==> config.mk <==
export PLATFORM = sky130hd
export DESIGN_NAME = mary_fifo
export DESIGN_NICKNAME = d
export VERILOG_FILES = /design/src/hdl/mary_ask_fsk_psk_modulator_unit_assert.svh /design/src/hdl/mary_pkg.sv /design/src/hdl/mary_fifo.sv
export SDC_FILE = /design/constraint.sdc
export NUM_CORES = 1
export LEC_CHECK = 0
export ABC_CLOCK_PERIOD_IN_PS = 3300
export BUFFER_PORTS_ARGS = -buffer_cell sky130_fd_sc_hd__buf_2
export CORE_ASPECT_RATIO = 2
export CORE_MARGIN = 1.5
export CORE_UTILIZATION = 40
export DETAILED_ROUTE_END_ITERATION = 16
export HOLD_SLACK_MARGIN = 0.1
export PLACE_DENSITY = 0.64
export SLEW_MARGIN = 40
export SYNTH_ARGS = -nofsm -noshare
export SYNTH_HDL_FRONTEND = slang
export SYNTH_SLANG_ARGS = --single-unit
==> constraint.sdc <==
create_clock -name clk -period 3.3 [get_ports clk]
set_input_delay 0 -clock clk [delete_from_list [all_inputs] [get_ports clk]]
set_output_delay 0 -clock clk [all_outputs]
set_load 0.005 [all_outputs]
==> src/hdl/mary_ask_fsk_psk_modulator_unit_assert.svh <==
// Assertion macros shared by the modulator RTL.
// Needs clk and arst_n in the scope of the module that expands them.
`ifndef MARY_ASK_FSK_PSK_MODULATOR_UNIT_ASSERT_SVH
`define MARY_ASK_FSK_PSK_MODULATOR_UNIT_ASSERT_SVH

// Condition and outcome in the same cycle.
`define MARY_CHECK_NOW(lbl, cond, outcome, msg) \
	lbl: assert property (@(posedge clk) disable iff (!arst_n) (cond) |-> (outcome)) \
		else $error(msg);

// Outcome in the cycle after the condition.
`define MARY_CHECK_NEXT(lbl, cond, outcome, msg) \
	lbl: assert property (@(posedge clk) disable iff (!arst_n) (cond) |=> (outcome)) \
		else $error(msg);

`endif

==> src/hdl/mary_pkg.sv <==
// Shared types and constants of the M-ary ASK/FSK/PSK modulator.
// No dependencies.
package mary_pkg;

	// modulation codes
	localparam logic [1:0] MODE_ASK = 2'd0;
	localparam logic [1:0] MODE_FSK = 2'd1;
	localparam logic [1:0] MODE_PSK = 2'd2;

	// configuration register indexes
	localparam logic [2:0] REG_MOD_MODE          = 3'd0;
	localparam logic [2:0] REG_BITS_PER_SYMBOL   = 3'd1;
	localparam logic [2:0] REG_SAMPLES_PER_SYMBOL = 3'd2;
	localparam logic [2:0] REG_CARRIER_PHASE_INC = 3'd3;
	localparam logic [2:0] REG_FSK_STEP_INC      = 3'd4;

	localparam logic [2:0] BPS_MIN = 3'd1;
	localparam logic [2:0] BPS_MAX = 3'd4;
	localparam logic [6:0] SPS_MIN = 7'd1;
	localparam logic [6:0] SPS_MAX = 7'd64;
	localparam int unsigned SPS_CNT_W = 6;

	localparam int unsigned FIFO_DEPTH = 4;

	// odd degree-9 sine polynomial, Q30, highest order last
	typedef logic signed [32:0] coef_t;
	localparam coef_t POLY_COEF [0:4] = '{
		33'sd1686629713, 33'sd693598668, 33'sd85569306, 33'sd5026995, 33'sd172271
	};

	typedef enum logic [1:0] {
		KIND_SINE,
		KIND_ASK,
		KIND_ZERO
	} kind_t;

	// clamped configuration as seen by the datapath
	typedef struct packed {
		logic [1:0]  mode;
		logic [2:0]  bps;
		logic [6:0]  sps;
		logic [31:0] carrier_inc;
		logic [31:0] fsk_inc;
	} mcfg_t;

	// one completed symbol in the queue
	typedef struct packed {
		logic [3:0] sym;
		logic       last;
	} sym_entry_t;

	// per-sample sideband through the sine pipeline
	typedef struct packed {
		logic [3:0] sym;
		logic       los;
		logic       lom;
		kind_t      kind;
	} side_t;

endpackage

==> src/hdl/mary_fifo.sv <==
// Short symbol queue between the bit packer and the sample generator.
// Depends on mary_pkg.
module mary_fifo (
	input  logic                 clk,
	input  logic                 arst_n,
	input  logic                 push,
	input  mary_pkg::sym_entry_t push_data,
	output logic                 full,
	input  logic                 pop,
	output mary_pkg::sym_entry_t pop_data,
	output logic                 not_empty
);

	localparam int unsigned PTR_W = $clog2(mary_pkg::FIFO_DEPTH);

	mary_pkg::sym_entry_t mem_q [0:mary_pkg::FIFO_DEPTH-1];
	logic [PTR_W-1:0] wr_q;
	logic [PTR_W-1:0] rd_q;
	logic [PTR_W:0]   count_q;

	assign full      = (count_q == (PTR_W+1)'(mary_pkg::FIFO_DEPTH));
	assign not_empty = (count_q != '0);
	assign pop_data  = mem_q[rd_q];

	always_ff @(posedge clk) begin
		if (push) begin
			mem_q[wr_q] <= push_data;
		end
	end

	always_ff @(posedge clk or negedge arst_n) begin
		if (!arst_n) begin
			wr_q    <= '0;
			rd_q    <= '0;
			count_q <= '0;
		end else begin
			if (push) begin
				wr_q <= wr_q + 1'b1;
			end
			if (pop) begin
				rd_q <= rd_q + 1'b1;
			end
			count_q <= count_q + (PTR_W+1)'(push) - (PTR_W+1)'(pop);
		end
	end

endmodule

==> impl_metrics.ini <==
[critical_path]
cp_max_fo = 2
critical_path_buf_inv_count = 2
startpoint = count_q[0]
cp.required_ps = 3460
endpoint_kind = flip-flop
crit_cells = 7
r2r_start = count_q[0]
cpPeakStageDelay_ps = 380
critPathCapture = count_q[2]
r2r_setup_slack_ps = 1630
startpoint_type = flip-flop
r2r_end = count_q[2]
critical_path_class = reg2reg
worstPathArrival_ps = 1830
cp_top_family = adder cells
crit_slowest_cell = fa_1
crit_chain = inv_1, ha_1, inv_1, ha_1, fa_1, xor2_1, xnor2_1
r2r_cells = 7

[cts]
cts_tree = yes
root_buffer = clkbuf_8
cts_setup_buffers = 0
insertion_delay_ps = 270
numCtsBuffers = 3
ctsResizeCount = 0
clockBufferDepth = 2
cts_sinks = 27
htreeDepth = 1
hold_buffers = 9
clk_pin_slew_ps = 90

[cells_and_area]
area_delta_synth_final_pct = 20.9
final_area_sq_um = 1350
antenna_cells = 0
fin_util = 0.499
drive_gt1_frac = 0.276
final_nets = 104
final_common_cell = edfxtp_1
final_cell_mix = 20 x edfxtp_1, 15 x buf_2, 9 x dlygate4sd3_1, 7 x dfrtp_1

[drt]
drt-pass1-iter-count = 3
routed_wl_um = 1640
num_vias = 567
drtIter0Drc = 13
via_per_inst = 4.89
ant_nets = 0
routedWlPerCell_um = 14.1
drcViolationCount = 0

[sta]
slew_viol_final = 0
fin_worst_skew_ps = 8.64
period_needed_ps = 1670
rsz0062_at_grt = no
finalHoldViolCount = 0
worst_pin_slew_ps = 432
timing.setup.tns_ps = 0
setup_viol = 0
min_period_over_period = 0.506
maxSlewHeadroom = 0.712
timing.fmax_ghz = 0.599
whs_ps = 467

[grt]
met3_usage = 0.00857
grt_pass1_vias = 620
met1_usage = 0.149
overflow = 0
use_met2 = 0.221
grt_usage = 0.135
gr-max-usage-layer = met2
grt_pass1_wl_um = 2770
grt_max_degree = 16
grt_antenna_before_repair = 0

[floorplan]
start_util = 0.412
core_sq_um = 2700
num_io_pins = 16
die_x_um = 40.3
die_h_um = 77.7
fp-row-count = 27
die-area_sq_um = 3130

[min_path]
hold_class = in2reg

[pwr]
p_leak_nw = 0.544
ir_drop_mv = 0.348
power_density_nw_per_um2 = 756

[placement]
gp_congestion = 0.663
place_area_sq_um = 1210
post-dp-hpwl_um = 1270
port_buffers = 15

[logic_synthesis]
synthDistinctLibCells = 15
netlist_area_sq_um = 1110
ys_ff_latch = 27
yosys_warnings = 0
syn_area_per_cell_sq_um = 18.3
ys_seq_area_frac = 0.696
syn-instance-count = 61
synth_fp_nets = 77

[outcome]
status = completed

[flow_run]
maxCapViolCount = 0
[worst min path at each step]
stage	slack (ps)	start	cells past startpoint	endpoint
finish	470	pop	3	rd_q[0]
global route	490	push_data[3]	2	mem_q[0][3]
CTS	470	pop	3	rd_q[0]
floorplan	-300	arst_n	0	count_q[0]
global placement	-160	arst_n	1	rd_q[0]
detailed placement	-160	arst_n	1	rd_q[0]
[logic make-up after synthesis]
| kind of cell | synth area share |
|---|---|
| AOI/OAI and AO/OA | 0.00449 |
| muxes | 0.101 |
| adders and majority gates | 0.0853 |
| and+or+nand+nor | 0.0404 |
| DFF | 0.696 |
| buffers and inverters | 0.0337 |
| xor gates and xnor gates | 0.0393 |
[stage by stage]
stage               cells  power, mW  setup WS [ps]
detailed placement    103      0.856           1640
floorplan              61      0.751           1730
CTS                   116       1.04           1620
finish                116       1.02           1630
global route          116       1.09           1550
global placement      103      0.835           1710
[layer usage]
layer / share of wire / up-vias
met2: 0.57 / 10
met4: 0.035 / 0
met1: 0.37 / 284
met5: 0 / -
li1: - / 269
met3: 0.022 / 4
[sequential cells by signal (all words and copies together) (netlist names)]
| signal | count |
|---|---|
| count_q | 3 |
| rd_q | 2 |
| wr_q | 2 |
| mem_q | 20 |
[cell usage after synthesis]
library cell | number | share of area
edfxtp_1 | 20 | 0.54
dfrtp_1 | 7 | 0.16
ha_1 | 6 | 0.067
inv_1 | 6 | 0.020
mux4_2 | 5 | 0.10
and2_1 | 4 | 0.022
xor2_1 | 3 | 0.024
nand2_1 | 2 | 0.0067
xnor2_1 | 2 | 0.016
and3_1 | 1 | 0.0056
buf_6 | 1 | 0.010
clkbuf_1 | 1 | 0.0034
fa_1 | 1 | 0.018
o21ai_0 | 1 | 0.0045
or3_1 | 1 | 0.0056
[cell type report]
| class | count | area [sq um] |
|---|---|---|
| Clock buffer | 3 | 41.3 |
| Inverter | 6 | 22.5 |
| Tap cell | 29 | 36.3 |
| Clock inverter | 1 | 5.00 |
| Sequential cell | 27 | 776 |
| Timing Repair Buffer | 24 | 165 |
| Fill cell | 242 | 1360 |
| Multi-Input combinational cell | 26 | 302 |
[worst min-delay path, cell delays in order]
cell and delay, ps:
dlygate4sd3_1 520, buf_2 130, xor2_1 60
[report_power, final]
group          internal [mW]  switching, mW
clock                 0.0845         0.0954
sequential             0.462         0.0785
combinational          0.173          0.126
Power figures use the tool's default switching activity.
