==> src/hdl/mary_ask_fsk_psk_modulator_unit_assert.svh <==
// Assertion macros shared by the modulator RTL.
// Needs clk and arst_n in the scope of the module that expands them.
`ifndef MARY_ASK_FSK_PSK_MODULATOR_UNIT_ASSERT_SVH
`define MARY_ASK_FSK_PSK_MODULATOR_UNIT_ASSERT_SVH

// Condition and outcome in the same cycle.
`define MARY_CHECK_NOW(lbl, cond, outcome, msg) \
	lbl: assert property (@(posedge clk) disable iff (!arst_n) (cond) |-> (outcome)) \
		else $error(msg);

// Outcome in the cycle after the condition.
`define MARY_CHECK_NEXT(lbl, cond, outcome, msg) \
	lbl: assert property (@(posedge clk) disable iff (!arst_n) (cond) |=> (outcome)) \
		else $error(msg);

`endif

==> src/hdl/mary_pkg.sv <==
// Shared types and constants of the M-ary ASK/FSK/PSK modulator.
// No dependencies.
package mary_pkg;

	// modulation codes
	localparam logic [1:0] MODE_ASK = 2'd0;
	localparam logic [1:0] MODE_FSK = 2'd1;
	localparam logic [1:0] MODE_PSK = 2'd2;

	// configuration register indexes
	localparam logic [2:0] REG_MOD_MODE          = 3'd0;
	localparam logic [2:0] REG_BITS_PER_SYMBOL   = 3'd1;
	localparam logic [2:0] REG_SAMPLES_PER_SYMBOL = 3'd2;
	localparam logic [2:0] REG_CARRIER_PHASE_INC = 3'd3;
	localparam logic [2:0] REG_FSK_STEP_INC      = 3'd4;

	localparam logic [2:0] BPS_MIN = 3'd1;
	localparam logic [2:0] BPS_MAX = 3'd4;
	localparam logic [6:0] SPS_MIN = 7'd1;
	localparam logic [6:0] SPS_MAX = 7'd64;
	localparam int unsigned SPS_CNT_W = 6;

	localparam int unsigned FIFO_DEPTH = 4;

	// odd degree-9 sine polynomial, Q30, highest order last
	typedef logic signed [32:0] coef_t;
	localparam coef_t POLY_COEF [0:4] = '{
		33'sd1686629713, 33'sd693598668, 33'sd85569306, 33'sd5026995, 33'sd172271
	};

	typedef enum logic [1:0] {
		KIND_SINE,
		KIND_ASK,
		KIND_ZERO
	} kind_t;

	// clamped configuration as seen by the datapath
	typedef struct packed {
		logic [1:0]  mode;
		logic [2:0]  bps;
		logic [6:0]  sps;
		logic [31:0] carrier_inc;
		logic [31:0] fsk_inc;
	} mcfg_t;

	// one completed symbol in the queue
	typedef struct packed {
		logic [3:0] sym;
		logic       last;
	} sym_entry_t;

	// per-sample sideband through the sine pipeline
	typedef struct packed {
		logic [3:0] sym;
		logic       los;
		logic       lom;
		kind_t      kind;
	} side_t;

endpackage

==> src/hdl/mary_back.sv <==
// Back end sequencer: takes symbols from the queue and issues one phase per sample.
// Depends on mary_pkg and the assertion macro header.
`include "mary_ask_fsk_psk_modulator_unit_assert.svh"

module mary_back (
	input  logic                 clk,
	input  logic                 arst_n,
	input  mary_pkg::mcfg_t      cfg,
	input  logic                 q_valid,
	input  mary_pkg::sym_entry_t q_data,
	output logic                 q_pop,
	input  logic                 adv,
	output logic                 vld_s1,
	output logic [31:0]          phase_s1,
	output mary_pkg::side_t      side_s1
);

	localparam int unsigned CW = mary_pkg::SPS_CNT_W;

	logic          busy_q;
	logic [CW-1:0] j_q;
	logic [3:0]    sym_q;
	logic          mlast_q;
	logic [31:0]   acc_q;
	logic [31:0]   inc_q;
	logic [31:0]   ask_phase_q;

	logic          emit;
	logic          last_smp;
	logic [31:0]   step;
	logic [31:0]   inc_new;
	logic [31:0]   off_new;
	mary_pkg::kind_t kind;

	assign last_smp = (7'(j_q) + 7'd1 == cfg.sps);
	assign emit     = adv && busy_q;
	assign q_pop    = adv && q_valid && (!busy_q || last_smp);

	always_comb begin
		step    = 32'({1'b0, q_data.sym[3:1]} + 4'd1) * cfg.fsk_inc;
		inc_new = cfg.carrier_inc;
		off_new = '0;
		if (cfg.mode == mary_pkg::MODE_FSK) begin
			inc_new = q_data.sym[0] ? cfg.carrier_inc + step : cfg.carrier_inc - step;
		end else if (cfg.mode == mary_pkg::MODE_PSK) begin
			case (cfg.bps)
				3'd1: off_new = {q_data.sym[0], 31'd0};
				3'd2: off_new = 32'({q_data.sym, 1'b1}) << 29;
				3'd3: off_new = 32'({q_data.sym, 1'b1}) << 28;
				3'd4: off_new = 32'({q_data.sym, 1'b1}) << 27;
				default: off_new = '0;
			endcase
		end
		case (cfg.mode)
			mary_pkg::MODE_ASK: kind = mary_pkg::KIND_ASK;
			mary_pkg::MODE_FSK: kind = mary_pkg::KIND_SINE;
			mary_pkg::MODE_PSK: kind = mary_pkg::KIND_SINE;
			default:            kind = mary_pkg::KIND_ZERO;
		endcase
	end

	always_ff @(posedge clk or negedge arst_n) begin
		if (!arst_n) begin
			busy_q      <= 1'b0;
			j_q         <= '0;
			ask_phase_q <= '0;
			vld_s1      <= 1'b0;
		end else if (adv) begin
			vld_s1 <= emit;
			if (q_pop) begin
				busy_q <= 1'b1;
				j_q    <= '0;
			end else if (emit) begin
				if (last_smp) begin
					busy_q <= 1'b0;
				end else begin
					j_q <= j_q + 1'b1;
				end
			end
			if (emit) begin
				// carrier time restarts after the end of a message
				if (last_smp && mlast_q) begin
					ask_phase_q <= '0;
				end else if (cfg.mode == mary_pkg::MODE_ASK) begin
					ask_phase_q <= ask_phase_q + cfg.carrier_inc;
				end
			end
		end
	end

	always_ff @(posedge clk) begin
		if (adv) begin
			if (q_pop) begin
				sym_q   <= q_data.sym;
				mlast_q <= q_data.last;
				acc_q   <= off_new;
				inc_q   <= inc_new;
			end else if (emit) begin
				acc_q <= acc_q + inc_q;
			end
			phase_s1     <= (cfg.mode == mary_pkg::MODE_ASK) ? ask_phase_q : acc_q;
			side_s1.sym  <= sym_q;
			side_s1.los  <= last_smp;
			side_s1.lom  <= last_smp && mlast_q;
			side_s1.kind <= kind;
		end
	end

	`MARY_CHECK_NOW(a_count_in_range, busy_q, (7'(j_q) < cfg.sps), "sample count past symbol length")
	`MARY_CHECK_NEXT(a_pop_starts_symbol, q_pop, (busy_q && j_q == '0), "symbol load did not start at sample zero")
	`MARY_CHECK_NEXT(a_ask_restart, (emit && last_smp && mlast_q), (ask_phase_q == '0), "carrier time not cleared at message end")

endmodule

==> config.mk <==
export PLATFORM = sky130hd
export DESIGN_NAME = mary_back
export DESIGN_NICKNAME = d
export VERILOG_FILES = /design/src/hdl/mary_pkg.sv /design/src/hdl/mary_back.sv
export VERILOG_INCLUDE_DIRS = /design/src /design/src/hdl
export SDC_FILE = /design/constraint.sdc
export NUM_CORES = 1
export LEC_CHECK = 0
export BUFFER_PORTS_ARGS = -buffer_cell sky130_fd_sc_hd__buf_2
export CORE_ASPECT_RATIO = 1.25
export CORE_MARGIN = 5
export CORE_UTILIZATION = 50
export DETAILED_ROUTE_END_ITERATION = 10
export GPL_TIMING_DRIVEN = 0
export HOLD_SLACK_MARGIN = 0.06
export PLACE_DENSITY_LB_ADDON = 0.2
export SETUP_SLACK_MARGIN = 0.5
export SLEW_MARGIN = 30
export SYNTH_ARGS = -nofsm -noshare
export SYNTH_HDL_FRONTEND = slang
export SYNTH_SLANG_ARGS = --single-unit
==> constraint.sdc <==
create_clock -name clk -period 4.7 [get_ports clk]
set_clock_uncertainty 0.15 [all_clocks]
set_input_delay 0.94 -clock clk [delete_from_list [all_inputs] [get_ports clk]]
set_output_delay 0.94 -clock clk [all_outputs]
set_load 0.03 [all_outputs]
==> impl_results.md <==
- Final Core Density: 62.4%
- Pins Over Slew Limit: 0
- Row count: 71
- Type of destination of the critical path: flip-flop
- I/O Pins: 127
- Post-Synthesis Cells: 1705
- Worst slew pin tran: 817 ps
- Placer Congestion: 0.939
- EDFF count, synth: 109
- Post-synthesis compound-gate area fraction: 18.6%
- Hold-fix buffers, CTS: 0
- Syn Area/Cell: 8.96 sq um
- Seq/Total Area, Yosys: 28.0%
- Hold Slack: 271 ps
- Hpwl dp: 31800 um
- Flops & latches, synth: 149
- Largest vdd supply drop: 0.000242 V
- Setup WS post-layout: -2950 ps
- Max Fclk: 0.131 GHz
- Number of buffers created by CTS: 17
- Routed wire length: 40300 um
- I/O Buffers: 126
- PD cells: 539 nW/um^2
- Failing checks: negative setup slack
- Die height: 205 um
- Yosys warns: 0
- Nets: 2213
- Clk slew on worst S/H paths: 60 ps
- Crit path DAT: 7680 ps
- Detailed-route via count: 13100
- Syn_nets: 1982
- Fin. Hold Viols: 0
- Die ar.: 34200 sq um
- Chip Width: 166 um
- Largest family of logic cells by synthesized area: simple AND/OR/NAND/NOR gates
- CTS Sinks: 149
- First-pass detailed-route iteration total: 5
- CP startpoint kind: input pin
- CTS H-tree lvls: 4
- GRT Util Overall: 23.2%
- Largest net degree at the start of global routing: 47
- Post-Syn Area: 15300 sq um
- Synth unique cells: 86
- CP required: 4730 ps
- Post-Synth XOR/XNOR Area: 7.91%
- Post-Place Setup Slack: -4490 ps
- Crit path max fanout: 7
- Clk root buf: clkbuf_16
- CP peak stage delay: 520 ps
- Synth Area in Adders: 18.7%
- RSZ-0062 raised after global routing: yes
- Final setup viols: 27
- Vias per cell: 5.58
- # DRC: 0
- Slowest cell on crit path: fa_1
- Slew headroom: 45.5%
- WL/cell: 17.2 um
- First-pass GRT wire length: 64700 um
- Initial core utilization: 50.7%
- Worst-case clock buffer depth: 2
- FFs w/ async S/R, synth: 26.8%
- Remaining global-route overflow: 0
- Post-synthesis mux area share: 3.20%
- Most frequent cells in the layout: nand2_1, inv_1, buf_2
- Final setup TNS: -51800 ps
- Min-Delay Path Class: flip-flop to flip-flop
- Synth Area in Simple Gates: 18.8%
- Top FF cell, synth: edfxtp_1
- Core Region: 30100 sq um
- CTS tree: done
- Status: complete, but fails checks
- Lkg Pwr: 8.32 nW
- Clock Latency Late Sink: 420 ps
- Critical path type: input pin to flip-flop
- DRT iter0 DRCs: 743
- Final worst path period share: 163%
- Vias in the first global route: 13000
- Tmin final: 7650 ps
- Max Cap Violations: 0
- Initial antenna violation count: 1
- Area Growth Syn to Fin: 23.1%
- Post-route ant nets: 0
- Commonest non-fill, non-tap cell in the layout: nand2_1
- Layout cell share with drive strength beyond 1: 23.7%
logic make-up (layout without fill, tap and decap cells):
family | after synthesis | count (layout)
AOI/OAI and AO/OA | 442 | 442
xor gates and xnor gates | 138 | 138
adders and majority gates | 192 | 192
buffers and inverters | 196 | 440
DFF | 149 | 149
muxes | 44 | 44
other | 0 | 1
and+or+nand+nor | 544 | 544
flip-flops by register name, indices dropped and copies added, names as in the netlist:
| signal | flops |
|---|---|
| j_q | 6 |
| ask_phase_q | 32 |
| busy_q | 1 |
| vld_s1 | 1 |
| acc_q | 32 |
| inc_q | 32 |
| sym_q | 4 |
| mlast_q | 1 |
| phase_s1 | 32 |
| side_s1 | 8 |
worst paths after layout:
path | slack (ps) | cells after the start | to | from
worst max register to register | 930 | 14 | acc_q[28]$_DFFE_PP_ | acc_q[0]$_SDFFCE_PP0P_
worst min register to register | 270 | 0 | side_s1[7]$_DFFE_PP_ | sym_q[3]$_DFFE_PP_
min in group asynchronous | 340 | 1 | ask_phase_q[0]$_DFFE_PN0P_ | arst_n
worst max-delay path | -2950 | 31 | inc_q[30]$_DFFE_PP_ | q_data[2]
max in group asynchronous | 3610 | 1 | j_q[0]$_DFFE_PN0P_ | arst_n
worst min-delay path | 270 | 0 | side_s1[7]$_DFFE_PP_ | sym_q[3]$_DFFE_PP_
where the power goes:
group	total (mW)	internal, mW	switching [mW]
combinational	6.56	3.02	3.54
clock	1.40	0.841	0.554
sequential	2.18	1.90	0.275
total	10.1	5.76	4.37
cell type report:
class                           instances  area, sq um
Antenna cell                            1         2.50
Timing Repair Buffer                  212         1370
Sequential cell                       149         4280
Clock inverter                         14          176
Tap cell                              401          502
Inverter                              141          532
Fill cell                            2605        11300
Multi-Input combinational cell       1360        11200
Buffer                                 55          354
Clock buffer                           18          429
what timing repair did:
item / in CTS / in global routing
gates resized for setup: 122 / 52
setup endpoints to repair: 47 / 33
pin swaps: 84 / 61
cloned: 1 / 0
hold endpoints to repair: 0 / 0
buffers inserted: 61 / 22
cells in the mapped netlist, types with 20 or more instances:
| library cell | count | area share (%) |
|---|---|---|
| and3_1 | 20 | 0.82 |
| mux2_2 | 39 | 2.9 |
| clkbuf_1 | 44 | 1.1 |
| o21ai_0 | 116 | 3.8 |
| inv_1 | 141 | 3.5 |
| dfrtp_1 | 40 | 6.6 |
| nor2_1 | 100 | 2.5 |
| xor2_1 | 60 | 3.4 |
| edfxtp_1 | 109 | 21 |
| nand3_1 | 25 | 0.82 |
| nand2_1 | 148 | 3.6 |
| nor2b_1 | 29 | 1.2 |
| fa_1 | 60 | 7.9 |
| a21oi_1 | 112 | 3.7 |
| a21o_1 | 54 | 2.7 |
| xnor2_1 | 78 | 4.5 |
| ha_1 | 132 | 11 |
| nor3_1 | 34 | 1.1 |
| and2_1 | 74 | 3.0 |
| nand2b_1 | 38 | 1.6 |
routing by layer:
layer | vias to the layer above | track usage (%) | routed length, um
met5 | - | 0 | 12
met4 | 2 | 7.45 | 1160
met3 | 57 | 2.29 | 1250
met2 | 267 | 43.5 | 21000
met1 | 6234 | 28.0 | 16900
li1 | 6556 | - | -
per-stage QoR:
stage | std cells | total power, mW | cell area [sq um]
after CTS | 2328 | 9.73 | 18400
after floorplan | 1705 | 6.59 | 15600
after global placement | 2232 | 7.57 | 16800
after detailed placement | 2234 | 7.72 | 16800
final | 2351 | 10.1 | 18800
after global routing | 2350 | 10.9 | 18800
critical path, delay by kind of cell:
family	cells	cell delay (ps)
AOI/OAI and AO/OA	8	1620
adders and majority gates	5	1860
buffers and inverters	6	810
and+or+nand+nor	7	1510
muxes	1	260
xor gates and xnor gates	4	660
(Power assumes the default switching activity.)
