<file path="src/hdl/mary_ask_fsk_psk_modulator_unit_assert.svh">
// Assertion macros shared by the modulator RTL.
// Needs clk and arst_n in the scope of the module that expands them.
`ifndef MARY_ASK_FSK_PSK_MODULATOR_UNIT_ASSERT_SVH
`define MARY_ASK_FSK_PSK_MODULATOR_UNIT_ASSERT_SVH

// Condition and outcome in the same cycle.
`define MARY_CHECK_NOW(lbl, cond, outcome, msg) \
	lbl: assert property (@(posedge clk) disable iff (!arst_n) (cond) |-> (outcome)) \
		else $error(msg);

// Outcome in the cycle after the condition.
`define MARY_CHECK_NEXT(lbl, cond, outcome, msg) \
	lbl: assert property (@(posedge clk) disable iff (!arst_n) (cond) |=> (outcome)) \
		else $error(msg);

`endif

</file>
<file path="src/hdl/mary_pkg.sv">
// Shared types and constants of the M-ary ASK/FSK/PSK modulator.
// No dependencies.
package mary_pkg;

	// modulation codes
	localparam logic [1:0] MODE_ASK = 2'd0;
	localparam logic [1:0] MODE_FSK = 2'd1;
	localparam logic [1:0] MODE_PSK = 2'd2;

	// configuration register indexes
	localparam logic [2:0] REG_MOD_MODE          = 3'd0;
	localparam logic [2:0] REG_BITS_PER_SYMBOL   = 3'd1;
	localparam logic [2:0] REG_SAMPLES_PER_SYMBOL = 3'd2;
	localparam logic [2:0] REG_CARRIER_PHASE_INC = 3'd3;
	localparam logic [2:0] REG_FSK_STEP_INC      = 3'd4;

	localparam logic [2:0] BPS_MIN = 3'd1;
	localparam logic [2:0] BPS_MAX = 3'd4;
	localparam logic [6:0] SPS_MIN = 7'd1;
	localparam logic [6:0] SPS_MAX = 7'd64;
	localparam int unsigned SPS_CNT_W = 6;

	localparam int unsigned FIFO_DEPTH = 4;

	// odd degree-9 sine polynomial, Q30, highest order last
	typedef logic signed [32:0] coef_t;
	localparam coef_t POLY_COEF [0:4] = '{
		33'sd1686629713, 33'sd693598668, 33'sd85569306, 33'sd5026995, 33'sd172271
	};

	typedef enum logic [1:0] {
		KIND_SINE,
		KIND_ASK,
		KIND_ZERO
	} kind_t;

	// clamped configuration as seen by the datapath
	typedef struct packed {
		logic [1:0]  mode;
		logic [2:0]  bps;
		logic [6:0]  sps;
		logic [31:0] carrier_inc;
		logic [31:0] fsk_inc;
	} mcfg_t;

	// one completed symbol in the queue
	typedef struct packed {
		logic [3:0] sym;
		logic       last;
	} sym_entry_t;

	// per-sample sideband through the sine pipeline
	typedef struct packed {
		logic [3:0] sym;
		logic       los;
		logic       lom;
		kind_t      kind;
	} side_t;

endpackage

</file>
<file path="src/hdl/mary_ifs.sv">
// Valid/ready channel interfaces of the modulator: bits in, samples out, config writes.
// No dependencies.
interface mary_bit_if;
	logic valid;
	logic ready;
	logic message_bit;
	logic last_bit;
	modport source (output valid, message_bit, last_bit, input ready);
	modport sink (input valid, message_bit, last_bit, output ready);
endinterface


</file>
<file path="src/hdl/mary_front.sv">
// Front end: packs message bits MSB first into symbols and pushes them to the queue.
// Depends on mary_pkg and mary_ifs.
module mary_front (
	input  logic               clk,
	input  logic               arst_n,
	mary_bit_if.sink           bits,
	input  mary_pkg::mcfg_t    cfg,
	input  logic               q_full,
	output logic               q_push,
	output mary_pkg::sym_entry_t q_data
);

	logic [3:0] gather_q;
	logic [2:0] cnt_q;
	logic [3:0] gather_next;
	logic [2:0] cnt_next;
	logic [2:0] pad;
	logic [3:0] mask;
	logic       done;
	logic       accept;

	assign bits.ready = !q_full;
	assign accept     = bits.valid && bits.ready;

	always_comb begin
		gather_next = {gather_q[2:0], bits.message_bit};
		cnt_next    = cnt_q + 3'd1;
		done        = (cnt_next >= cfg.bps) || bits.last_bit;
		pad         = (cnt_next < cfg.bps) ? (cfg.bps - cnt_next) : 3'd0;
		mask        = 4'((5'd1 << cfg.bps) - 5'd1);
		q_data.sym  = 4'(gather_next << pad) & mask;
		q_data.last = bits.last_bit;
	end

	assign q_push = accept && done;

	always_ff @(posedge clk or negedge arst_n) begin
		if (!arst_n) begin
			gather_q <= '0;
			cnt_q    <= '0;
		end else if (accept) begin
			// drop the gathered bits once a symbol leaves
			gather_q <= done ? 4'd0 : gather_next;
			cnt_q    <= done ? 3'd0 : cnt_next;
		end
	end

endmodule

</file>
<file path="src/flat_wrapper.sv">
// flat-port wrapper written by rule: the top's interface ports become plain ports
module mary_front_flat 
  (clk, arst_n, cfg, q_full, q_push, q_data, bits_valid, bits_message_bit, bits_last_bit, bits_ready);
  mary_bit_if bits_i ();
  input  logic clk;
  input  logic arst_n;
  input  mary_pkg::mcfg_t cfg;
  input  logic q_full;
  output logic q_push;
  output mary_pkg::sym_entry_t q_data;
  input wire logic [$bits(bits_i.valid)-1:0] bits_valid;
  input wire logic [$bits(bits_i.message_bit)-1:0] bits_message_bit;
  input wire logic [$bits(bits_i.last_bit)-1:0] bits_last_bit;
  output wire logic [$bits(bits_i.ready)-1:0] bits_ready;
  assign bits_i.valid = bits_valid;
  assign bits_i.message_bit = bits_message_bit;
  assign bits_i.last_bit = bits_last_bit;
  assign bits_ready = bits_i.ready;
  mary_front u_core (.clk(clk), .arst_n(arst_n), .bits(bits_i), .cfg(cfg), .q_full(q_full), .q_push(q_push), .q_data(q_data));
endmodule
</file>
<file path="config.mk">
export PLATFORM = sky130hd
export DESIGN_NAME = mary_front_flat
export DESIGN_NICKNAME = d
export VERILOG_FILES = /design/src/hdl/mary_ask_fsk_psk_modulator_unit_assert.svh /design/src/hdl/mary_pkg.sv /design/src/hdl/mary_ifs.sv /design/src/hdl/mary_front.sv /design/src/flat_wrapper.sv
export SDC_FILE = /design/constraint.sdc
export NUM_CORES = 1
export LEC_CHECK = 0
export BUFFER_PORTS_ARGS = -buffer_cell sky130_fd_sc_hd__buf_2
export CORE_MARGIN = 5
export CORE_UTILIZATION = 30
export DETAILED_ROUTE_END_ITERATION = 6
export PLACE_DENSITY = 0.79
export SYNTH_ARGS = -nofsm -noshare
export SYNTH_HDL_FRONTEND = slang
export SYNTH_SLANG_ARGS = --single-unit
</file>
<file path="constraint.sdc">
create_clock -name clk -period 2.6 [get_ports clk]
set_input_delay 0.26 -clock clk [delete_from_list [all_inputs] [get_ports clk]]
set_output_delay 0.26 -clock clk [all_outputs]
set_load 0.02 [all_outputs]
</file>
==> summary.md, run 1 <==
| Metric | Value |
|---|---|
| Pre-Repair DR Iteration Count | `4` |
| Distinct cells, synth | `35` |
| Post-route ant nets | `0` |
| Most common cell after layout, fill and taps aside | `buf_2` |
| Core footprint | `0.00217 mm²` |
| Final min period | `2600 ps` |
| Final setup fails | `1` |
| Period Utilization, post-route | `100%` |
| Worst hold path type | `input port to flip-flop` |
| Nets | `191` |
| Worst rel slew slack | `71.0%` |
| Req. time, crit path | `2340 ps` |
| Initial core utilization | `30.7%` |
| Width of the die | `57.1 µm` |
| Layout fillers | `241` |
| Total CTS buffers | `3` |
| Internal | `0.370 mW` |
| Peak VDD IR | `289 µV` |
| Number of synthesized flops with an enable pin | `0` |
| CP max-delay cell | `dfrtp_1` |
| Routability cong. | `0.788` |
| Vias | `713` |
| Fmax achieved | `0.384 GHz` |
| CTS tree | `built` |
| CP max FO | `3` |
| Clk buf depth | `2` |
| Power per cell area | `734 mW/mm²` |
| Worst EP arrival | `2340 ps` |
| Critical Path End Type | `output pin` |
| Hpwl dp | `1360 µm` |
| Drt via density | `5.48` |
| Clock-pin slew on the worst setup and hold paths | `40 ps` |
| Post-Syn Area | `666 µm²` |
| CP delay by family, top | `simple AND/OR/NAND/NOR gates` |
| Port Buffer Count | `15` |
| Final setup TNS | `-1.78 ps` |
| Total Routing Usage GR | `12.1%` |
| Sequential share of the synthesized area | `22.6%` |
| DIE AREA | `0.00326 mm²` |
| Worst setup SP type | `flip-flop` |
| Net count after synthesis | `168` |
| Initial DRC Count | `14` |
| Final setup skew | `4.46 ps` |
| Layout cells sized above 1 | `42.2%` |
| Top cell type by total area after synthesis | `dfrtp_1` |
| Mapped Cells | `81` |
| Skew-Pair Late Insertion Delay | `240 ps` |
| Final WL | `1870 µm` |
| Critical Path, Cell by Cell | `ha_4 > inv_2 > ha_4 > and2b_2 > o22ai_2 > buf_4 > and2_1 > nor4_2 > nor4_2 > buf_2` |
| Main flop type after synthesis | `dfrtp_1` |
| I/O pin count | `89` |
| Worst Max-Slew Pin Slew | `433 ps` |
| Area delta synth->final | `36.3%` |
| Biggest cell delay along the critical path | `410 ps` |
| Switching Fraction | `44.4%` |
| Die H | `57.1 µm` |
| Sequential share of power | `17.9%` |
| Initial antenna violation count | `0` |
| H-tree depth | `1` |
| Clock power frac | `12.5%` |
| First-pass GRT wire length | `3120 µm` |
| Drt wl/cell | `14.3 µm` |
| Commonest non-fill, non-tap cells in the layout | `buf_2 (12), inv_1 (8), nand2_1 (8)` |
| Largest net degree at the start of global routing | `10` |
| Yosys reg bits | `6` |
| Failing checks | `setup timing` |
| Post-synth top area share | `22.6%` |
| Crit path kind | `flip-flop to output pin` |
| N_diodes | `0` |
| P_leak | `0.399 nW` |
| Fin. max-slew vios | `0` |
| Outcome | `finished, violations left` |
| Max cap viols | `0` |
| Final Hold Fails | `0` |
| Syn avg cell area | `8.22 µm²` |
| CTS root buf | `clkbuf_4` |
| WHS | `283 ps` |
| Synth area leaders | `dfrtp_1 (23%), ha_1 (7.5%), a22o_1 (5.3%)` |
| Critical path depth | `10` |
| Clock Sinks | `6` |
| Combinational share of power | `69.7%` |
| Ys async rst share | `100%` |
| Unrepaired setup endpoints after global routing | `true` |
| Post-route DRC | `0` |
| CP Buf/Inv Count | `3` |
| Hold path depth | `2` |
| Vias in the first global route | `720` |
| Setup WS post-layout | `-1.78 ps` |
| Floorplan row count | `17` |
| Gr ovfl total | `0` |
| Final core utilization | `41.8%` |
| Synth warnings | `0` |
| Sw power | `0.296 mW` |
| Reg2Reg Depth | `9` |
kinds of logic after synthesis:
group,after synthesis,synth area share (%)
AND/OR/NAND/NOR,30,24.6
XOR/XNOR,3,5.08
buffers and inverters,11,6.95
adder cells (fa/ha/maj),6,12.0
multiplexers,3,4.89
AO/OA/AOI/OAI,22,23.9
flip-flops,6,22.6
sequential cells by signal (all words and copies together) (netlist names):
name	flops
u_core.cnt_q	3
u_core.gather_q	3
worst paths after layout:
check | start | to | slack [ps]
max | u_core.cnt_q[1]$_DFFE_PN0P_ | q_data[3] | -2
min | bits_last_bit | u_core.cnt_q[2]$_DFFE_PN0P_ | 280
max reg2reg | u_core.cnt_q[1]$_DFFE_PN0P_ | u_core.cnt_q[0]$_DFFE_PN0P_ | 340
min reg2reg | u_core.gather_q[2]$_DFFE_PN0P_ | u_core.gather_q[2]$_DFFE_PN0P_ | 550
max in group asynchronous | arst_n | u_core.cnt_q[0]$_DFFE_PN0P_ | 2080
min in group asynchronous | arst_n | u_core.gather_q[2]$_DFFE_PN0P_ | 370
worst reg2reg max path: cells and delay by family (launching register included):
kind	cells	cell delay, ps
flops	1	410
simple gates	2	440
buf+inv	2	210
fa+ha+maj	3	830
compound gates	1	100
mux	1	210
power groups by stage:
stage | Clock (mW) | Sequential, mW | Combinational [mW]
after floorplan | 0 | 0.113 | 0.267
after global placement | 0 | 0.115 | 0.339
after detailed placement | 0 | 0.116 | 0.356
after CTS | 0.0889 | 0.118 | 0.412
after global routing | 0.0932 | 0.120 | 0.503
final | 0.0829 | 0.119 | 0.464
stage by stage:
stage,setup slack [ps],cells,cell area (µm²),total power [mW]
2_1_floorplan,156,81,666,0.380
5_1_grt,-123,130,907,0.717
6_report,-1.78,130,907,0.666
3_5_place_dp,63.6,123,771,0.472
4_1_cts,1.16,130,867,0.619
3_3_place_gp,163,123,771,0.454
cell type report:
type,instances,area [µm²],share of cell area [%]
Multi-Input combinational cell,64,543,59.9
Sequential cell,6,150,16.6
Timing Repair Buffer,20,123,13.5
Tap cell,28,35.0,3.86
Inverter,9,33.8,3.72
Clock buffer,3,22.5,2.48
routing by layer:
layer / global-route usage, % / vias to the layer above / part of all wire [%]
li1: - / 339 / -
met3: 3.17 / 7 / 6.3
met5: 0 / - / 0
met2: 20.4 / 31 / 52
met1: 14.1 / 336 / 39
met4: 5.96 / 0 / 2.6
cells in the mapped netlist (2+ instances only):
cell     instances
inv_1            9
nand2_1          9
dfrtp_1          6
a21oi_1          5
nor3_1           5
o21ai_0          5
a22o_1           4
ha_1             4
nand3_1          3
nor2_1           3
and2_1           2
mux2_2           2
nor3_2           2
timing repair:
item,CTS,global route
gates cloned,0,0
resized for setup,9,11
buffers inserted,3,0
endpoints found under the setup margin,4,5
endpoints found under the hold margin,6,0
hold buffers,1,0
pin swaps,3,1
Note: power is estimated with default switching activity, not from simulation.
==> run 2, diff against run 1 <==
PLACE_DENSITY = 0.83   (was 0.79)
==> run 2 against run 1 <==
Combinational power is 8.6% higher. Final cell count is 3.1% higher. Sequential power hardly changed. Hold slack worse by 5.9 ps. Wire length is 2.5% lower. Clock-buffer cell count stayed put. Utilization is 1.3 points higher. The run still ends with setup timing left. Highest routed layer is now met3. Global-route usage is 1.8 points lower.
==> summary.md, run 2 (synthesized netlist as in run 1, its figures left out) <==
| Metric | Value |
|---|---|
| Fmax achieved | `0.379 GHz` |
| Routability cong. | `0.849` |
| DP Worst Slack | `54.6 ps` |
| First-pass GRT wire length | `2680 µm` |
| CP max FO | `3` |
| Final setup skew | `0.768 ps` |
| N_diodes | `0` |
| Width of the die | `57.1 µm` |
| Final core utilization | `43.1%` |
| Cell Count, Final, Fillers Out | `134` |
| Reg2Reg Depth | `10` |
| Vias | `705` |
| Worst rel slew slack | `71.8%` |
| Die H | `57.1 µm` |
| Clk buf depth | `2` |
| Setup crit start | `u_core.cnt_q[1]$_DFFE_PN0P_` |
| FF-to-FF Start | `u_core.cnt_q[1]$_DFFE_PN0P_` |
| Final min period | `2640 ps` |
| Fin. max-slew vios | `0` |
| Pre-Repair DR Iteration Count | `4` |
| CTS tree | `built` |
| Worst hold path type | `input port to flip-flop` |
| Worst EP arrival | `2380 ps` |
| Period Utilization, post-route | `102%` |
| Hold path depth | `2` |
| Unrepaired setup endpoints after global routing | `true` |
| Crit path kind | `flip-flop to output pin` |
| Worst Max-Slew Pin Slew | `421 ps` |
| Area delta synth->final | `40.4%` |
| Gr ovfl total | `0` |
| Final setup fails | `1` |
| Nets | `195` |
| Core footprint | `0.00217 mm²` |
| Floorplan row count | `17` |
| Largest net degree at the start of global routing | `10` |
| I/O pin count | `89` |
| Drt wl/cell | `13.6 µm` |
| Most common cell after layout, fill and taps aside | `buf_2` |
| Final setup TNS | `-40.8 ps` |
| Worst setup SP type | `flip-flop` |
| Final WL | `1820 µm` |
| Max cap viols | `0` |
| Hold path start | `bits_last_bit` |
| Drt via density | `5.26` |
| Skew-Pair Late Insertion Delay | `240 ps` |
| Peak VDD IR | `323 µV` |
| H-tree depth | `1` |
| DIE AREA | `0.00326 mm²` |
| Initial core utilization | `30.7%` |
| Clock-pin slew on the worst setup and hold paths | `40 ps` |
| P_leak | `0.415 nW` |
| Vias in the first global route | `670` |
| Power per cell area | `753 mW/mm²` |
| Failing checks | `setup timing` |
| Hpwl dp | `1340 µm` |
| Post-route DRC | `0` |
| Post-route ant nets | `0` |
| Layout fillers | `219` |
| Setup WS post-layout | `-40.8 ps` |
| Placed insts | `123` |
| Outcome | `finished, violations left` |
| Initial DRC Count | `13` |
| CTS root buf | `clkbuf_4` |
| Total Routing Usage GR | `10.3%` |
| Largest regs | `u_core.cnt_q (3), u_core.gather_q (3)` |
| Req. time, crit path | `2340 ps` |
| WHS | `278 ps` |
| Layout cells sized above 1 | `43.4%` |
| Critical Path End Type | `output pin` |
| Total CTS buffers | `3` |
| Initial antenna violation count | `0` |
| Commonest non-fill, non-tap cells in the layout | `buf_2 (12), buf_4 (9), inv_1 (8)` |
| Port Buffer Count | `15` |
| Clock Sinks | `6` |
| Final Hold Fails | `0` |
-- run 2: final timing paths --
check                                            endpoint  slack, ps
setup / recovery                                q_data[3]        -40
hold / removal                u_core.cnt_q[2]$_DFFE_PN0P_        280
setup reg to reg              u_core.cnt_q[0]$_DFFE_PN0P_        180
hold reg to reg               u_core.cnt_q[1]$_DFFE_PN0P_        590
max in group asynchronous     u_core.cnt_q[2]$_DFFE_PN0P_       2080
min in group asynchronous  u_core.gather_q[1]$_DFFE_PN0P_        370
-- run 2: area by class of cell --
| type | instances | area (µm²) | share of cell area, % |
|---|---|---|---|
| Tap cell | 28 | 35.0 | 3.75 |
| Timing Repair Buffer | 24 | 160 | 17.1 |
| Multi-Input combinational cell | 64 | 533 | 57.0 |
| Inverter | 9 | 33.8 | 3.61 |
| Sequential cell | 6 | 150 | 16.1 |
| Clock buffer | 3 | 22.5 | 2.41 |
-- run 2: timing repair --
item | 4_1_cts | 5_1_grt
hold buffers | 1 | 0
setup endpoints to repair | 2 | 5
gates resized for setup | 7 | 15
pin swaps | 5 | 13
endpoints found under the hold margin | 6 | 0
buffers inserted | 3 | 4
-- run 2: metal layers --
metal / global-route usage, % / routed length, µm / vias up
li1: - / - / 350
met1: 11.9 / 773 / 337
met2: 18.4 / 957 / 18
met3: 1.81 / 89 / 0
met4: 4.30 / 0 / 0
met5: 0 / 0 / -
-- run 2: through the flow --
step	area (µm²)	total power [mW]
floorplan	666	0.380
global placement	771	0.449
detailed placement	771	0.469
CTS	851	0.611
global route	935	0.752
finish	935	0.704
-- run 2: worst max-delay path, cell delays in order, from the launching register on --
cell and delay (ps):
dfrtp_1 410, ha_4 290, inv_2 40, ha_4 210, and2b_2 240, o22ai_4 140
nand2_2 90, a32o_2 280, nor4_2 260, buf_4 190
-- run 2: report_power, final --
part           switching [mW]  internal (mW)
sequential             0.0135          0.105
combinational           0.256          0.248
clock                  0.0291         0.0519
total                   0.299          0.405
==> run 3, diff against run 2 <==
ABC_AREA = 1   (was not set)
PLACE_DENSITY = 0.81   (was 0.83)
==> run 3 against run 2 <==
The run now ends clean. Sequential share of layout area rose by 1.8 points. Synthesized cell count rose by 21%. Combinational power down 31%. Non-clock buffer count shrank 8. Area after synthesis is 7.0% higher. Critical endpoint is now q_data[4]. Final cell count is 6.7% higher. Design area decreased by 9.9%. Clock-buffer cell count unchanged. First-iteration DRC count fell by 15%.
==> summary.md, run 3 <==
| Metric | Value |
|---|---|
| Drt via density | `4.43` |
| Req. time, crit path | `2340 ps` |
| Count leader, synth | `nand2_1` |
| Clock-pin slew on the worst setup and hold paths | `40 ps` |
| Synth warnings | `0` |
| Final setup skew | `1.73 ps` |
| Total Routing Usage GR | `9.33%` |
| Core footprint | `0.00223 mm²` |
| Power per cell area | `643 mW/mm²` |
| Final Hold Fails | `0` |
| Post-route ant nets | `0` |
| Total CTS buffers | `3` |
| Worst EP arrival | `2100 ps` |
| DP Worst Slack | `486 ps` |
| Fmax achieved | `0.424 GHz` |
| Gr ovfl total | `0` |
| Mapped Cells | `98` |
| Crit path kind | `flip-flop to output pin` |
| Post-CTS Setup Repair Bufs | `0` |
| Reg2Reg Depth | `9` |
| Peak VDD IR | `321 µV` |
| CP max FO | `7` |
| Fin. max-slew vios | `0` |
| Distinct cells, synth | `22` |
| Yosys reg bits | `6` |
| H-tree depth | `1` |
| DIE AREA | `0.00345 mm²` |
| Port Buffer Count | `15` |
| Top cell type by total area after synthesis | `dfrtp_1` |
| Final min period | `2360 ps` |
| Final setup TNS | `0 ps` |
| Skew-Pair Late Insertion Delay | `240 ps` |
| Outcome | `completed` |
| Clock power frac | `15.0%` |
| Syn avg cell area | `7.26 µm²` |
| Period Utilization, post-route | `90.8%` |
| Main flop type after synthesis | `dfrtp_1` |
| Die H | `58.7 µm` |
| Ys async rst share | `100%` |
| Post-Syn Area | `712 µm²` |
| Commonest non-fill, non-tap cells in the layout | `nand2_1 (21), inv_1 (16), buf_2 (15)` |
| Post-synth top cells | `nand2_1 (21), inv_1 (16), nand3_1 (13)` |
| Worst hold path type | `input port to flip-flop` |
| Final setup fails | `0` |
| Post-synth top area share | `21.1%` |
| Max cap viols | `0` |
| Worst rel slew slack | `60.5%` |
| Clk buf depth | `2` |
| Worst setup SP type | `flip-flop` |
| Hold path depth | `3` |
| Vias | `633` |
| Net count after synthesis | `185` |
| Setup WS post-layout | `240 ps` |
| Unrepaired setup endpoints after global routing | `false` |
| Area delta synth->final | `18.3%` |
| Nets | `204` |
| Post-route DRC | `0` |
| Post_cts resized | `0` |
| Largest regs | `u_core.cnt_q (3), u_core.gather_q (3)` |
| Clock Sinks | `6` |
| Largest net degree at the start of global routing | `12` |
| Internal | `0.284 mW` |
| Floorplan row count | `17` |
| Initial core utilization | `31.9%` |
| Most common cell after layout, fill and taps aside | `nand2_1` |
| Worst Max-Slew Pin Slew | `590 ps` |
| N_diodes | `0` |
| I/O pin count | `89` |
| CTS root buf | `clkbuf_4` |
| Layout fillers | `233` |
| Placed insts | `139` |
| Initial DRC Count | `11` |
| Combinational share of power | `64.3%` |
| Final WL | `1370 µm` |
| Critical Path End Type | `output pin` |
| Hpwl dp | `1220 µm` |
| Sequential share of the synthesized area | `21.1%` |
| Sequential share of power | `20.7%` |
| Layout cells sized above 1 | `30.4%` |
| Sw power | `0.257 mW` |
| Drt wl/cell | `9.58 µm` |
| Initial antenna violation count | `0` |
| Pre-Repair DR Iteration Count | `3` |
| CTS tree | `built` |
| Vias in the first global route | `652` |
| Width of the die | `58.7 µm` |
| P_leak | `0.453 nW` |
| First-pass GRT wire length | `2570 µm` |
| Cell Count, Final, Fillers Out | `143` |
| Number of synthesized flops with an enable pin | `0` |
| Synth area leaders | `dfrtp_1 (21%), nand2_1 (11%), nand3_4 (9.8%)` |
| Routability cong. | `0.832` |
| Switching Fraction | `47.5%` |
-- run 3: changes by cell type after synthesis, moves of 3 or more --
cell	delta
nand2_1	+12
nor3_1	-3
inv_2	+4
a22o_1	-4
a21oi_1	-4
nand2_4	+3
nand3_1	+10
inv_1	+7
o21ai_1	+4
nand3_4	+4
-- run 3: final timing paths --
kind / from / to / slack (ps)
setup / recovery: u_core.cnt_q[0]$_DFFE_PN0P_ / q_data[4] / 240
max in group asynchronous: arst_n / u_core.cnt_q[2]$_DFFE_PN0P_ / 2100
hold / removal: q_full / u_core.cnt_q[1]$_DFFE_PN0P_ / 300
hold reg to reg: u_core.cnt_q[1]$_DFFE_PN0P_ / u_core.cnt_q[1]$_DFFE_PN0P_ / 510
min in group asynchronous: arst_n / u_core.gather_q[2]$_DFFE_PN0P_ / 360
setup reg to reg: u_core.cnt_q[0]$_DFFE_PN0P_ / u_core.cnt_q[2]$_DFFE_PN0P_ / 740
-- run 3: logic make-up after synthesis --
| kind of cell | count (synthesis) | share of synthesized area [%] |
|---|---|---|
| simple gates | 56 | 49.9 |
| buf+inv | 22 | 12.3 |
| fa+ha+maj | 5 | 9.84 |
| compound gates | 8 | 5.62 |
| xor+xnor | 1 | 1.23 |
| flops | 6 | 21.1 |
-- run 3: power by group through the flow --
stage,Clock [mW],Sequential (mW),Combinational [mW]
floorplan,0,0.111,0.281
global placement,0,0.113,0.341
detailed placement,0,0.113,0.350
CTS,0.0864,0.112,0.353
global route,0.0869,0.113,0.391
finish,0.0813,0.112,0.348
-- run 3: critical path, stage by stage (launching register included) --
cell and delay (ps):
dfrtp_1 370, ha_1 350, inv_1 60, ha_1 370, nand3_4 120, nand2_8 110
nand3_4 90, nand3_1 90, nand2_1 60, nor2_1 70, buf_2 160
-- run 3: metal layers --
layer / vias to the layer above / GRT usage (%) / routed length [µm]
li1: 348 / - / -
met1: 277 / 10.5 / 614
met2: 8 / 16.7 / 685
met3: 0 / 1.54 / 70
met4: 0 / 4.85 / 0
met5: - / 0 / 0
-- run 3: final cells by class --
cell class / instances / area (µm²) / share of cell area [%]
multi-input cells: 70 / 474 / 56.3
clock buffers: 3 / 22.5 / 2.67
flip-flops and latches: 6 / 150 / 17.8
repair buffers: 16 / 85.1 / 10.1
inverters: 20 / 75.1 / 8.92
well taps: 28 / 35.0 / 4.16
-- run 3: per-stage QoR --
step / hold WS (ps) / area [µm²] / util, % / total power [mW]
floorplan: -35.6 / 712 / - / 0.392
global placement: 85.3 / 810 / 36.2 / 0.454
CTS: 294 / 842 / 37.7 / 0.552
detailed placement: 86.3 / 810 / 36.2 / 0.464
global route: 337 / 842 / 37.7 / 0.592
finish: 298 / 842 / 37.7 / 0.541
-- run 3: what timing repair did --
| action | in CTS | in global routing |
|---|---|---|
| hold endpoints to repair | 6 | 0 |
| endpoints found under the setup margin | 0 | 0 |
| hold buffers | 1 | 0 |
